File: src/mcma_ram.sv
// Generic single-port-write, single-port-read RAM with a registered read.
// No dependencies.
module mcma_ram #(
  parameter int unsigned WIDTH = 8,
  parameter int unsigned DEPTH = 16,
  localparam int unsigned AW   = (DEPTH > 1) ? $clog2(DEPTH) : 1
) (
  input  logic             clk_i,
  input  logic             we_i,
  input  logic [AW-1:0]    waddr_i,
  input  logic [WIDTH-1:0] wdata_i,
  input  logic             re_i,
  input  logic [AW-1:0]    raddr_i,
  output logic [WIDTH-1:0] rdata_o
);

  logic [WIDTH-1:0] mem_q [DEPTH];
  logic [WIDTH-1:0] rdata_q;

  always_ff @(posedge clk_i) begin
    if (we_i) begin
      mem_q[waddr_i] <= wdata_i;
    end
  end

  // Read returns the old contents when the same entry is written in the same cycle.
  always_ff @(posedge clk_i) begin
    if (re_i) begin
      rdata_q <= mem_q[raddr_i];
    end
  end

  assign rdata_o = rdata_q;

endmodule

File: config.mk
export PLATFORM = sky130hd
export DESIGN_NAME = mcma_ram
export DESIGN_NICKNAME = d
export VERILOG_FILES = /design/src/mcma_ram.sv
export SDC_FILE = /design/constraint.sdc
export NUM_CORES = 1
export LEC_CHECK = 0
export ABC_AREA = 1
export CAP_MARGIN = 20
export CORE_MARGIN = 4
export CORE_UTILIZATION = 62
export CTS_BUF_LIST = sky130_fd_sc_hd__clkbuf_2 sky130_fd_sc_hd__clkbuf_4 sky130_fd_sc_hd__clkbuf_8
export DETAILED_ROUTE_END_ITERATION = 7
export DONT_BUFFER_PORTS = 1
export GPL_ROUTABILITY_DRIVEN = 0
export GPL_TIMING_DRIVEN = 0
export PLACE_DENSITY = 0.83
export SYNTH_ARGS = -nofsm -noshare
export SYNTH_HDL_FRONTEND = slang
export SYNTH_SLANG_ARGS = --single-unit
File: constraint.sdc
create_clock -name clk_i -period 2.7 [get_ports clk_i]
set_input_delay 0.27 -clock clk_i [delete_from_list [all_inputs] [get_ports clk_i]]
set_output_delay 0.27 -clock clk_i [all_outputs]
set_load 0.05 [all_outputs]
# --- Word-level counts from Yosys, hierarchy flattened ---
# Memory sizes are Yosys's and may differ from the RTL's. A register that Yosys moved wholly into a read port is not among the register bits.
# Index checks and enable logic that the tools add are counted.
totals:
  ram_bits: 128
  register_bits: 0
  n_memories: 1
  input_bits: 19
mem_list:
  columns: ["memory", "words", "word_bits", "rd", "rd_ports_with_merged_regs", "wr", "line_no", "source"]
  rows:
  - ["mem_q", 16, 8, 1, 1, 1, "17", "logic [WIDTH-1:0] mem_q [DEPTH];"]
op_classes:
  n_mux: 2
op_table:
  columns: ["operator", "count"]
  rows:
  - ["two-way mux 1 bit", 2]

# --- Longest topological paths before layout ---
# Gate-level depths: netlist of run 1.
logic_depth:
  word_depth: 2
  ltp_mapped: 8
  depth_no_buf: 7

# --- Worst setup path before layout of run 1 ---
# OpenSTA, ideal clock, no wires.
synth_path:
  kind: "input to register"
  startpoint: "input waddr_i[2]"
  endpoint: "memory mem_q[10][0] (enable)"
  slack_ns: 1.479
  cell_stages: 2
  t_arrival_ns: 0.851
  setup_time_ns: 0.370
  required_ns: 2.330
  path_cell_list: "nand3b_1 -> nor2_1"
synth_lines:
  columns: ["element", "line_no", "source"]
  rows:
  - ["start, declared", "10", "input logic [AW-1:0] waddr_i,"]
  - ["end, declared", "17", null]
# Straight into the memory's write port.

# --- Final worst setup path of run 1 ---
layout_path:
  startpoint: "register rdata_q[4] (netlist: rdata_o[4]) (read register of mem_q)"
  endpoint: "output rdata_o[4]"
layout_lines:
  columns: ["element", "line_no", "source"]
  rows:
  - ["start, declared", "18", "logic [WIDTH-1:0] rdata_q;"]
  - ["end, declared", "14", "output logic [WIDTH-1:0] rdata_o"]
# No word-level cell between the ends.

==> reports/qor.yml, run 1 <==
areaGrowthSynthToFinish_pct: 10.6
clk_latency_ps: 420
fin_crit_ps: 1320
fin_crit_sh_pct: 48.9
synth_adder_area_share_pct: 0
r2r_slack_ps: 1500
hold_depth: 2
worst_pin_slew_ps: 1010
cts_sinks: 136
syn_inst: 551
antenna_cells: 0
grt_antenna_before_repair: 0
htreeDepth: 4
p_leak_nw: 2.77
p_int_mw: 3.40
initial_utilization_pct: 63.6
ys_seq_elements: 136
power.share.combinational_pct: 6.7
synth_top_cell_by_area: "edfxtp_1"
grt.total_usage_pct: 26.5
crit_required_ps: 2430
drt-pass1-iter-count: 6
setup_viol: 0
r2r-end: "rdata_o[3]"
ys_warn_count: 0
syn_area_sq_um: 5850
skew_ps: 4.54
fmax_ghz: 0.758
drt-total-wl_um: 13800
die_x_um: 105
switchingPower_mw: 0.984
seq_area_frac_synth_pct: 69.8
nets: 598
worstSetupPathType: "flop to output port"
cts_made_buffers: 17
cp-start-kind: "flop"
vias: 4089
synth_top_area_share_pct: 69.8
syn_avg_cell_area_sq_um: 10.6
drive_gt1_share_pct: 9.31
rsz0062_at_grt: "no"
dp_hpwl_um: 8660
row_count: 35
r2r-start: "mem_q[12][3]"
netlist_top_cells_area: "edfxtp_1 70%, nand2_1 11%, nand3_1 8.3%, inv_1 6.4%, buf_6 1.2%"
p_clk_share_pct: 38.0
final.setup.tns_ps: 0
place_ws_ps: 1140
status: "completed"
p_seq_share_pct: 55.3
hold_slack_ps: 329
cts_setup_buffers: 0
routed_via_density: 5.82
power.density_nw_per_um2: 678
peakVddDrop_uv: 370
crit_fanout: 1
synth_top_family_by_area: "simple AND/OR/NAND/NOR gates"
min_from: "waddr_i[1]"
fillers: 574
yosys.area_share.xor_xnor_pct: 0
final_hold_viol_count: 0
cts_tree: "done"
die-area_sq_um: 11000
cp-end-kind: "output port"
drc: 0
cts.root.buffer_cell: "clkbuf_8"
final_core_util_pct: 70.3
drtAntennaViolNets: 0
io_buffer_count: 0
grt_pass1_wl_um: 21500
grt_overflow: 0
reg2regPathDepth: 6
cap_violations: 0
slew_headroom_pct: 32.5
p_sw_share_pct: 22.4
yosys.area_share.simple_pct: 20.8
wl_per_cell_um: 19.7
finalPower_mw: 4.39
synth_nets: 570
whs_endpoint: "mem_q[2][6]"
grt_max_degree: 17
dieHeight_um: 105
grt_pass1_vias: 4024
synthDistinctLibCells: 11
synth.area.mux_share_pct: 0
path_depth: 0
drv_slew: 0
ios: 27
drtIter0Drc: 640
clkTransAtPathRegs_ps: 70
clk_path_buf_depth: 2
synth_compound_area_share_pct: 0
core_sq_um: 9200
critPathArrivalTime_ps: 1050
finalWorstSetupSlack_ps: 1380
hold_path_class: "primary input to flop"
layer usage:
| metal | up-vias | part of all wire (%) | wire length, um | GRT usage (%) |
|---|---|---|---|---|
| met5 | - | 0 | 0 | 0 |
| met3 | 50 | 13 | 1780 | 8.40 |
| met4 | 0 | 3.3 | 459 | 10.1 |
| met1 | 1879 | 37 | 5050 | 34.7 |
| met2 | 326 | 47 | 6530 | 41.6 |
| li1 | 1834 | - | - | - |
synth_stat cells (all sizes together):
cell type  instances
inv              102
edfxtp           136
nand2            173
nor2              17
nand3             97
nand3b             2
buf               24
cell usage in the layout (no fill, tap or decap), drive strengths merged:
master,n
nand3,97
nand2,173
buf,24
clkinvlp,2
nand3b,2
bufinv,3
edfxtp,136
clkbuf,21
clkinv,5
nor2,17
dlygate4sd3,9
inv,102
how the worst max path moves through the flow:
stage	slack (ps)	from	end
2_1_floorplan	1480	waddr_i[2]	mem_q[10][0]
3_3_place_gp	1180	waddr_i[3]	mem_q[5][4]
3_5_place_dp	1140	waddr_i[3]	mem_q[4][3]
4_1_cts	1360	rdata_o[4]	rdata_o[4]
5_1_grt	1350	rdata_o[4]	rdata_o[4]
6_report	1380	rdata_o[4]	rdata_o[4]
what timing repair did:
item | in CTS | in global routing
hold buffers | 9 | 0
endpoints found under the hold margin | 136 | 0
gates resized for setup | 0 | 0
metrics by stage:
stage               cells  cell area, sq um
CTS                   702              6470
global route          702              6470
finish                702              6470
global placement      662              5990
floorplan             551              5850
detailed placement    662              5990
registers in the layout, summed over array words and instances (netlist names):
signal	flops
rdata_o	8
mem_q	128
cells by family (layout without fill, tap and decap cells):
| logic type | Yosys count | after routing |
|---|---|---|
| buffers and inverters | 126 | 166 |
| flip-flops | 136 | 136 |
| AND/OR/NAND/NOR | 289 | 289 |
cell type report:
class / count / area (sq um) / area share (%)
repair buffers: 9 / 90.1 / 1.39
plain buffers: 24 / 166 / 2.57
flip-flops and latches: 136 / 4080 / 63.1
inverters: 102 / 383 / 5.92
clock inverters: 10 / 129 / 1.99
well taps: 111 / 139 / 2.15
clock buffers: 21 / 264 / 4.08
multi-input cells: 289 / 1210 / 18.8
power by group through the flow:
stage | combinational [mW] | sequential [mW] | clock [mW]
finish | 0.293 | 2.43 | 1.67
global route | 0.317 | 2.43 | 1.77
CTS | 0.284 | 2.43 | 1.67
detailed placement | 0.233 | 2.47 | 0
global placement | 0.226 | 2.47 | 0
floorplan | 0.167 | 2.47 | 0
No activity file was read; power rests on OpenSTA's default activity.
==> run 2: changes to the inputs <==
- CORE_UTILIZATION: 62 -> 59
- clock period: 2.7 -> 1.1 ns (I/O delays scaled with it)
==> reports/qor.yml, run 2 (synthesized netlist as in run 1, its figures left out) <==
ios: 27
slew_headroom_pct: 26.6
multi_input_area_sq_um: 1500
cts.root.buffer_cell: "clkbuf_8"
clkTransAtPathRegs_ps: 70
p_seq_share_pct: 54.6
fin_crit_ps: 1200
path_cells: "inv_1 -> nand2_1 -> nand3_1 -> nand3_1 -> nand3_2 -> nand2_2"
hold_path_class: "primary input to flop"
routed_via_density: 5.73
final_cell_mix: "159 x nand2_1, 136 x edfxtp_1, 95 x inv_1, 50 x nand3_2, 47 x nand3_1"
power.density_nw_per_um2: 1610
p_sw_share_pct: 22.8
die-area_sq_um: 11600
switchingPower_mw: 2.49
dieHeight_um: 108
drive_gt1_share_pct: 21.1
io_buffer_count: 0
cts_made_buffers: 17
p_clk_share_pct: 37.8
wl_per_cell_um: 19.7
worst_pin_slew_ps: 1100
grt_pass1_wl_um: 20400
drtAntennaViolNets: 0
antenna_cells: 0
finalPower_mw: 10.9
cts_setup_buffers: 0
power.share.combinational_pct: 7.6
slowest_stage: "edfxtp_1"
cp-start-kind: "flop"
dp_hpwl_um: 8430
cp_top_family: "simple AND/OR/NAND/NOR gates"
crit_fanout: 1
crit_path_max_incr_delay_ps: 360
finalWorstSetupSlack_ps: -100
cts_tree: "done"
crit_required_ps: 1300
status: "complete, but fails checks"
critPathArrivalTime_ps: 1400
fmax_ghz: 0.833
hold_slack_ps: 141
row_count: 36
p_int_mw: 8.41
die_x_um: 108
cp-end-kind: "flop"
failed_checks: "setup timing"
initial_utilization_pct: 60.1
skew_ps: 7.71
clk_path_buf_depth: 2
peakVddDrop_uv: 741
htreeDepth: 4
core_sq_um: 9730
rsz0062_at_grt: "yes"
grt_overflow: 0
setup_viol: 16
grt.total_usage_pct: 24.4
final_hold_viol_count: 0
regMostFlops: "mem_q"
drt-pass1-iter-count: 7
worstSetupPathType: "flop to flop"
grt_antenna_before_repair: 0
cap_violations: 0
seq_area_sq_um: 4080
clk_latency_ps: 440
cpMostUsedCell: "nand3_1"
p_leak_nw: 2.88
fin_crit_sh_pct: 109
nets: 598
grt_pass1_vias: 3851
largest_register_ffs: 128
vias: 4155
drt-total-wl_um: 14300
cts_sinks: 136
critPathBufInv: 1
fillers: 595
areaGrowthSynthToFinish_pct: 16.1
drv_slew: 0
grt_max_degree: 17
drtIter0Drc: 694
drc: 0
final_common_cell: "nand2_1"
[run 2: cell types whose count changed in the layout (fill, tap and decap cells not counted), sizes merged]
| cell | before | now |
|---|---|---|
| clkbuf | 21 | 22 |
[run 2: worst paths after layout]
check	slack, ps	startpoint	end	cells past startpoint
worst max-delay path	-100	mem_q[10][1]	rdata_o[1]	6
worst min-delay path	140	waddr_i[1]	mem_q[7][5]	2
worst max register to register	-100	mem_q[10][1]	rdata_o[1]	6
worst min register to register	800	mem_q[7][0]	rdata_o[0]	6
[run 2: metal layers]
metal	up-vias	part of all wire [%]	wire length, um	GRT usage, %
met1	1904	36	5130	30.3
met4	0	4.3	608	12.3
met5	-	0	0	0
met3	67	12	1750	7.08
met2	347	47	6760	39.1
li1	1837	-	-	-
[run 2: final cells by class]
type                       count  share of cell area, %
clock inverter                10                   1.88
tap                          133                   2.45
timing repair buffer           9                   1.33
multi-input combinational    289                   22.1
inverter                     102                   5.64
clock buffer                  22                   4.00
sequential                   136                   60.1
buffer                        24                   2.45
[run 2: power by group through the flow]
stage / Sequential, mW / Combinational [mW] / Clock [mW]
after floorplan: 6.06 / 0.409 / 0
after global placement: 6.07 / 0.550 / 0
after detailed placement: 6.07 / 0.565 / 0
after CTS: 5.96 / 0.705 / 4.09
after global routing: 5.96 / 0.876 / 4.37
final: 5.96 / 0.825 / 4.12
[run 2: metrics by stage]
| stage | instance area [sq um] | worst slack [ps] | cells | utilization, % | TNS, ps |
|---|---|---|---|---|---|
| after detailed placement | 6010 | -394 | 684 | 61.8 | -27490 |
| final | 6790 | -100 | 725 | 69.8 | -1040 |
| after floorplan | 5850 | 39.2 | 551 | - | 0 |
| after global routing | 6790 | -144 | 725 | 69.8 | -1550 |
| after CTS | 6570 | -109 | 725 | 67.5 | -819 |
| after global placement | 6010 | -356 | 684 | 61.8 | -23280 |
[run 2: repair_timing]
| action | 4_1_cts | 5_1_grt |
|---|---|---|
| hold buffers | 9 | 0 |
| setup endpoints to repair | 15 | 22 |
| pin swaps | 7 | 39 |
| endpoints found under the hold margin | 136 | 0 |
| gates resized for setup | 14 | 56 |
