### src/mcma_pkg.sv
// Package for the multichannel moving-average block: default sizes, port
// field widths, the result record and the sequencer state type.
// No dependencies.
package mcma_pkg;

  // Default sizes, used as parameter defaults on the top level.
  localparam int unsigned ChannelsDef   = 128;
  localparam int unsigned WindowDef     = 5;
  localparam int unsigned SampleBitsDef = 16;

  // Fixed field widths of the stream ports.
  localparam int unsigned ChW       = 7;
  localparam int unsigned SmpW      = 16;
  localparam int unsigned AvgW      = 16;
  localparam int unsigned InTdataW  = 24;
  localparam int unsigned OutTdataW = 24;

  // Result queue depth and the width of counters that can hold it.
  localparam int unsigned OutqDepth = 8;
  localparam int unsigned OutqPtrW  = $clog2(OutqDepth);
  localparam int unsigned OutqCntW  = $clog2(OutqDepth + 1);

  // One result beat, channel in the low bits.
  typedef struct packed {
    logic [AvgW-1:0] average;
    logic [ChW-1:0]  channel;
  } mcma_res_t;

  typedef enum logic {
    ST_CLEAR,
    ST_RUN
  } mcma_state_e;

endpackage

### src/mcma_outq.sv
// Small result queue in front of the master stream port.
// Depends on mcma_pkg for the result record and the queue depth.
module mcma_outq import mcma_pkg::*; (
  input  logic      clk_i,
  input  logic      rst_ni,
  input  logic      push_i,
  input  mcma_res_t push_data_i,
  output logic      valid_o,
  output mcma_res_t data_o,
  input  logic      pop_i
);

  mcma_res_t             ent_q [OutqDepth];
  logic [OutqPtrW-1:0]   wptr_q, wptr_d;
  logic [OutqPtrW-1:0]   rptr_q, rptr_d;
  logic [OutqCntW-1:0]   cnt_q, cnt_d;
  logic                  do_pop;

  assign valid_o = (cnt_q != '0);
  assign data_o  = ent_q[rptr_q];
  assign do_pop  = pop_i && valid_o;

  always_comb begin
    wptr_d = push_i ? wptr_q + 1'b1 : wptr_q;
    rptr_d = do_pop ? rptr_q + 1'b1 : rptr_q;
    cnt_d  = cnt_q;
    if (push_i && !do_pop) begin
      cnt_d = cnt_q + 1'b1;
    end else if (!push_i && do_pop) begin
      cnt_d = cnt_q - 1'b1;
    end
  end

  always_ff @(posedge clk_i or negedge rst_ni) begin
    if (!rst_ni) begin
      wptr_q <= '0;
      rptr_q <= '0;
      cnt_q  <= '0;
    end else begin
      wptr_q <= wptr_d;
      rptr_q <= rptr_d;
      cnt_q  <= cnt_d;
    end
  end

  always_ff @(posedge clk_i) begin
    if (push_i) begin
      ent_q[wptr_q] <= push_data_i;
    end
  end

endmodule

### config.mk
export PLATFORM = sky130hd
export DESIGN_NAME = mcma_outq
export DESIGN_NICKNAME = d
export VERILOG_FILES = /design/src/mcma_pkg.sv /design/src/mcma_outq.sv
export SDC_FILE = /design/constraint.sdc
export NUM_CORES = 1
export LEC_CHECK = 0
export ABC_AREA = 1
export BUFFER_PORTS_ARGS = -buffer_cell sky130_fd_sc_hd__buf_4
export CAP_MARGIN = 20
export CORE_MARGIN = 1.5
export CORE_UTILIZATION = 50
export CTS_CLUSTER_SIZE = 28
export DETAILED_ROUTE_END_ITERATION = 7
export GPL_ROUTABILITY_DRIVEN = 0
export MAX_ROUTING_LAYER = met4
export PLACE_DENSITY = 0.69
export SYNTH_ARGS = -nofsm -noshare
export SYNTH_HDL_FRONTEND = slang
export SYNTH_SLANG_ARGS = --single-unit
### constraint.sdc
create_clock -name clk_i -period 2.11 [get_ports clk_i]
set_input_delay 0.1055 -clock clk_i [delete_from_list [all_inputs] [get_ports clk_i]]
set_output_delay 0.1055 -clock clk_i [all_outputs]
set_load 0.1 [all_outputs]
After elaboration in Yosys (flattened, before gate mapping)
Memory sizes are Yosys's and may differ from the RTL's.
Index checks and enable logic that the tools add are counted.
{"block": "classes", "addsub": 4, "shift": 0, "order_cmp": 0, "mul": 0, "n_mux": 4, "div": 0, "n_bitwise": 0, "eq_ne": 0, "reduce_logical": 7}
{"operator": "$mux W4", "n": 2}
{"operator": "$add A3 B1 Y3 const B", "n": 2}
{"operator": "$add A4 B1 Y4 const B", "n": 1}
{"operator": "$reduce_bool A4 Y1", "n": 1}
{"operator": "$sub A4 B1 Y4 const B", "n": 1}
{"operator": "$logic_and A1 B1 Y1", "n": 3}
{"operator": "$logic_not A1 Y1", "n": 2}
{"operator": "$mux W1", "n": 2}
{"operator": "$reduce_bool A2 Y1", "n": 1}
{"block": "totals", "mem_count": 1, "latchBits": 0, "ram_bits": 184, "romBits": 0, "reg_bits": 10}
{"name": "ent_q", "words": 8, "word_bits": 23, "read_ports": 1, "rd_ports_with_merged_regs": 0, "wr": 1, "line_no": "mcma_outq.sv:13", "text": "mcma_res_t ent_q [OutqDepth];"}

Depth between registers and ports, before layout
Gate-level depths: netlist of the first run.
{"block": "depth", "ltp_word": 5, "mapped_depth": 12, "depth_no_buf": 12}

Worst setup path before layout of the first run
Ideal clock, no wire load.
{"block": "synth_timing", "path_kind": "register to register", "startpoint": "register cnt_q[0]", "endpoint": "register cnt_q[3]", "n_path_buf": 0, "path_stages_with_launch": 12, "t_arrival_ps": 2482, "slack_ps": -489, "synth_period_minus_slack_ps": 2599, "setup_ps": 117, "path_cell_list": "dfrtp_1 nor2_1 nand2_1 nand2_1 ha_1 inv_1 ha_1 or2_2 nand2_1 nand2_1 nand3_1 nand2_1"}
{"block": "synth_between", "elab_chain_len": 5, "word_cells_on_any_way": 10, "classes_between": "add/sub (2); mux (2); reduce/logical (6)"}
{"element": "start: declaration", "line_no": "mcma_outq.sv:16", "text": "logic [OutqCntW-1:0] cnt_q, cnt_d;"}
{"element": "start signal: assignment", "line_no": "mcma_outq.sv:42", "text": "cnt_q <= cnt_d;"}
{"element": "$reduce_bool A4 Y1 (*)", "line_no": "mcma_outq.sv:19", "text": "assign valid_o = (cnt_q != '0);"}
{"element": "via valid_o", "line_no": "mcma_outq.sv:8", "text": "output logic valid_o,"}
{"element": "$logic_and A1 B1 Y1 (*)", "line_no": "mcma_outq.sv:21", "text": "assign do_pop = pop_i && valid_o;"}
{"element": "$logic_not A1 Y1", "line_no": "mcma_outq.sv:27", "text": "if (push_i && !do_pop) begin"}
{"element": "$logic_and A1 B1 Y1", "line_no": "mcma_outq.sv:27"}
{"element": "$mux W4 / $reduce_bool A2 Y1 (equally long branches)"}
Mark *: on every way through the listed nets, which the timed path passes. The rest lies on a longest branch. The select of a mux whose other input is x is not followed.
A chain may end at the register's enable or synchronous reset.

==> impl_metrics.ini, run 1 <==
[die]
die_area_sq_mm = 0.0178
ios = 51
rows = 47
die_h_um = 133
core-area_sq_mm = 0.0166
die_w_um = 133
initial_core_util = 0.513

[placement]
dp.cells = 1129
place.port_buffers = 50
detailed_place_hpwl_um = 9300
placed_cell_area_sq_mm = 0.00925

[status]
status = complete, no violations

[yosys]
synth-seq-cells = 194
yosys_warnings = 0
synthCells = 869
avgSynthCellArea_sq_um = 9.78
synth_area_sq_mm = 0.00850
yosysSeqAreaShare = 0.679
ys_types = 18
synth_nets = 902

[grt]
grt_pass1_wl_um = 25400
grt_max_degree = 60
antenna_found_initial = 1
grtUsageTotal = 0.197
grt_overflow = 0
grt_pass1_vias = 4969

[clock_network]
cts_buffers = 17
cts-root-buf = clkbuf_16
clock-sinks = 194
clk_latency_ps = 440
cts_tree = done
htreeDepth = 4
clockBufferDepth = 2
path_clk_slew_ps = 60

[setup_path]
worstSetupEndpointType = output pin
ff2ff_setup_slack_ps = 180
ff2ff_path_depth = 11
critPathKind = flop to output pin
cp_max_fo = 7
critPathRequiredTime_ps = 2000
critical_path.startpoint_type = flop
reg2reg_from = cnt_q[3]
critPathArrivalTime_ps = 2000
reg2reg_to = cnt_q[3]

[timing]
max_freq_mhz = 475
final-setup-viol-count = 0
worstMarginPinSlew_ps = 488
rsz0062_at_grt = true
drv_slew = 0
finalCritPeriodShare = 0.997
min_period_ps = 2100
relSlewSlack = 0.674
hold_ws_ps = 24.0
finClkSkew_ps = 6.29
finalHoldViolations = 0

[cells_and_area]
fin_nets = 1002
final_util = 0.645
final_layout_size_suffix_gt1_frac = 0.167
area_delta_synth_final_pct = 25.8
fillCellCount = 1251
postLayoutCellArea_sq_mm = 0.0107
fin_cells = 1202

[route]
drt_first_pass_iters = 4
route.detailed.drc = 0
detail_route.wl_per_cell_um = 14.8
vias_per_cell = 4.74
routed_wl_um = 17800
ant_nets = 0
drtIter0Drc = 325
vias = 5697

[worst_hold_path]
hold_path_class = input port to asynchronous set/reset pin

[job]
maxCapViolCount = 0
==> routing by layer <==
layer | wire length (um) | share of wire | GRT usage | up-vias
met2 | 8890 | 0.50 | 0.315 | 139
met5 | 0 | 0 | - | -
met4 | 282 | 0.016 | 0.0682 | 0
met3 | 791 | 0.044 | 0.0354 | 20
li1 | - | - | - | 2897
met1 | 7830 | 0.44 | 0.257 | 2641
==> kinds of logic after synthesis <==
kind of cell,Yosys count,share of synthesized area
compound gates,3,0.00177
xor+xnor,5,0.00515
buf+inv,137,0.0717
simple gates,524,0.232
flops,194,0.679
fa+ha+maj,6,0.00971
==> final cells by class <==
class,instances,area [sq um],area share
Sequential cell,194,5780,0.540
Multi-Input combinational cell,538,2270,0.212
Timing Repair Buffer,116,1450,0.135
Clock buffer,17,425,0.0398
Inverter,102,383,0.0358
Tap cell,220,275,0.0257
Clock inverter,14,116,0.0109
Antenna cell,1,2.50,0.000234
==> state kept, by name, indices dropped and copies added, names as in the netlist <==
signal,count
ent_q,184
cnt_q,4
rptr_q,3
wptr_q,3
==> worst max path at each step <==
stage | cells past startpoint | to | slack [ps] | from
after floorplan | 2 | ent_q[0][0] | -10 | wptr_q[0]
final | 10 | data_o[10] | 6 | rptr_q[0]
after global placement | 11 | cnt_q[3] | 160 | cnt_q[1]
after CTS | 8 | data_o[18] | 1 | rptr_q[0]
after detailed placement | 11 | cnt_q[3] | 140 | cnt_q[1]
after global routing | 10 | data_o[5] | -70 | rptr_q[0]
==> repair_timing <==
item                                    4_1_cts  5_1_grt
endpoints found under the setup margin       19       21
buffers inserted                              2        4
resized for setup                             9       84
hold buffers                                 26        0
endpoints found under the hold margin       200        0
pin swaps                                     0       31
gates cloned                                  0        9
==> worst max-delay path: stages, from the launching register on <==
cell,delay [ps]
dfrtp_4,490
buf_12,160
buf_12,150
clkbuf_16,160
nor2_1,110
nor2_1,50
nand2_1,80
nand2_1,50
nand2_1,60
nand2_2,70
buf_12,170
==> per-stage QoR <==
step                      setup TNS, ps  setup WS (ps)
after global placement                0            164
final                                 0           5.98
after detailed placement              0            143
after CTS                             0           1.28
after floorplan                    -950          -10.3
after global routing               -532          -69.5
==> cell usage after synthesis <==
cell type,n,area share
fa_1,1,0.0024
buf_1,1,0.00044
dfrtp_1,10,0.029
xnor2_1,3,0.0031
o21ai_0,2,0.0012
buf_2,19,0.011
ha_1,5,0.0074
inv_1,102,0.045
or2_2,2,0.0015
buf_4,3,0.0026
clkbuf_1,4,0.0018
xor2_1,2,0.0021
nand3_1,3,0.0018
nor2_1,196,0.087
edfxtp_1,184,0.65
buf_6,8,0.011
nand2_1,323,0.14
a21oi_1,1,0.00059
==> cell usage in the layout, fill, tap and decap left out <==
| cell type | n |
|---|---|
| a21oi_1 | 1 |
| buf_12 | 19 |
| buf_16 | 4 |
| buf_4 | 47 |
| buf_6 | 10 |
| buf_8 | 2 |
| bufinv_16 | 1 |
| clkbuf_16 | 25 |
| clkinv_1 | 3 |
| clkinv_2 | 2 |
| clkinv_4 | 2 |
| clkinvlp_4 | 4 |
| dfrtp_1 | 8 |
| dfrtp_2 | 1 |
| dfrtp_4 | 1 |
| diode_2 | 1 |
| dlygate4sd3_1 | 26 |
| edfxtp_1 | 184 |
| fa_1 | 1 |
| ha_1 | 5 |
| inv_1 | 102 |
| inv_6 | 2 |
| nand2_1 | 309 |
| nand2_2 | 13 |
| nand2_4 | 1 |
| nand3_1 | 3 |
| nor2_1 | 168 |
| nor2_2 | 20 |
| nor2_4 | 8 |
| o21ai_0 | 2 |
| or2_2 | 2 |
| xnor2_1 | 3 |
| xor2_1 | 2 |
Power of run 1 is not shown: default switching activity piles up to over one toggle a cycle in this logic, so the estimate is an artifact.
==> inputs of run 2 (changes only) <==
Settings changed: ABC_AREA 1 to not set, PLACE_DENSITY 0.69 to 0.7, SLEW_MARGIN set to 10.
==> impl_metrics.ini, run 2 <==
[route]
ant_nets = 0
detail_route.wl_per_cell_um = 21.7
vias = 3599
drt_first_pass_iters = 6
drtIter0Drc = 247
vias_per_cell = 5.58
routed_wl_um = 14000
route.detailed.drc = 0

[grt]
grt_pass1_wl_um = 21900
antenna_found_initial = 0
grtUsageTotal = 0.199
grt_overflow = 0
grt_pass1_vias = 3848
grt_max_degree = 30

[status]
status = complete, but fails checks
failed_checks = negative setup slack

[cells_and_area]
postLayoutCellArea_sq_mm = 0.00980
diodes = 0
final_cell_mix = edfxtp_1 (184), buf_4 (57), mux4_2 (46)
largest_register = ent_q
reg.largest.list = ent_q: 184 flops, cnt_q: 4 flops
area_delta_synth_final_pct = 29.2
fin_nets = 481
largest_reg_flops = 184
final_layout_size_suffix_gt1_frac = 0.453
final_common_cell = edfxtp_1

[setup_path]
critPathRequiredTime_ps = 2400
reg2reg_to = cnt_q[3]
crit_end = cnt_q[3]
worstSetupEndpointType = flop
cp_max_fo = 5
critical_path.startpoint_type = flop
ff2ff_setup_slack_ps = -130
startpoint = cnt_q[1]
reg2reg_from = cnt_q[1]
critPathArrivalTime_ps = 2540
ff2ff_path_depth = 8
critPathKind = flop to flop

[yosys]
synth_area_sq_mm = 0.00758
synth_edf_count = 184
synthCells = 325
synth_top_cell_area_share = 0.729
avgSynthCellArea_sq_um = 23.3
yosysTopAreaCell = edfxtp_1
ys_async_sr_fraction = 0.0515
synth_nets = 358
ys_types = 28
yosysMostFrequentCell = edfxtp_1
yosys_warnings = 0
synth-seq-cells = 194
yosysSeqAreaShare = 0.762
synth_common_cells = edfxtp_1 (184), mux4_2 (30), mux2_2 (26)
ys.flop_type = edfxtp_1
synthTopCellsByArea = edfxtp_1 (73%), mux4_2 (8.9%), mux4_1 (5.5%), mux2_2 (3.9%), dfrtp_1 (3.3%)

[die]
ios = 51
initial_core_util = 0.518
die_w_um = 126
die_area_sq_mm = 0.0159
rows = 44
die_h_um = 126
core-area_sq_mm = 0.0146

[timing]
drv_slew = 0
relSlewSlack = 0.686
finClkSkew_ps = 5.65
hold_ws_ps = 38.8
rsz0062_at_grt = true
worst_slack_ps = -135
tns_ps = -1790
finalCritPeriodShare = 1.06
max_freq_mhz = 445
finalHoldViolations = 0
final-setup-viol-count = 24
worstMarginPinSlew_ps = 470
min_period_ps = 2240

[placement]
place.port_buffers = 50
detailed_place_hpwl_um = 8150
placed_cell_area_sq_mm = 0.00847

[clock_network]
htreeDepth = 4
path_clk_slew_ps = 60
cts_buffers = 17
clk_latency_ps = 420
clockBufferDepth = 2
clock-sinks = 194
cts_tree = done
cts-root-buf = clkbuf_16

[worst_hold_path]
hold_path_class = input port to asynchronous set/reset pin

[job]
maxCapViolCount = 0
run 2: changes by cell type in the layout (fill, tap and decap cells not counted), moves of 9 or more:
cell	delta
nand2_1	-304
mux2_4	+23
mux4_2	+46
inv_1	-102
buf_12	+13
nor2_2	-14
nor2_1	-168
nand2_2	-13
buf_4	+10
buf_6	-9
run 2: cell type report:
type,instances,area (sq um)
clock buffers,19,433
flip-flops and latches,194,5780
repair buffers,118,1390
inverters,1,6.26
multi-input cells,116,1800
clock inverters,13,159
well taps,184,230
fillers,938,4850
run 2: worst max-delay path, cell delays in order (launching register included):
cell      delay, ps
dfrtp_1         380
or4_4           550
nand2_4          90
ha_4            140
inv_4            50
ha_4            230
or4_1           470
o211ai_1        110
o211ai_1        100
run 2: metal layers:
layer  vias to the layer above  GRT usage  part of all wire
li1                       1612          -                 -
met4                         0     0.0615            0.0098
met1                      1869      0.258              0.43
met5                         -          -                 0
met3                        11     0.0438             0.053
met2                       107      0.320              0.51
run 2: how the worst min path moves through the flow:
stage           start       end  slack, ps  depth (start not counted)
2_1_floorplan  rst_ni  cnt_q[0]       -190                          0
3_3_place_gp   rst_ni  cnt_q[3]        -60                          1
3_5_place_dp   rst_ni  cnt_q[2]        -60                          1
4_1_cts        rst_ni  cnt_q[0]         30                          2
5_1_grt        rst_ni  cnt_q[1]         60                          2
6_report       rst_ni  cnt_q[0]         40                          2
run 2: stage by stage:
step	std cells	utilization	setup slack, ps
floorplan	325	-	-377
global placement	578	0.579	-84.2
detailed placement	578	0.579	-121
CTS	643	0.665	-182
global route	645	0.669	-190
finish	645	0.669	-135
run 2: timing repair:
item / CTS / global route
hold buffers: 26 / 0
pin swaps: 0 / 0
resized for setup: 96 / 21
gates cloned: 2 / 2
setup endpoints to repair: 24 / 24
endpoints found under the hold margin: 198 / 0
buffers inserted: 5 / 2
run 2: kinds of logic (layout without fill, tap and decap cells):
| kind of cell | after synthesis | in the layout | synth area share |
|---|---|---|---|
| DFF | 194 | 194 | 0.762 |
| xor gates and xnor gates | 6 | 6 | 0.00693 |
| adders and majority gates | 6 | 6 | 0.0109 |
| and+or+nand+nor | 25 | 25 | 0.0162 |
| buffers and inverters | 15 | 151 | 0.0144 |
| AOI/OAI and AO/OA | 6 | 6 | 0.00544 |
| muxes | 73 | 73 | 0.184 |
Power of run 2 is left out for the same reason.
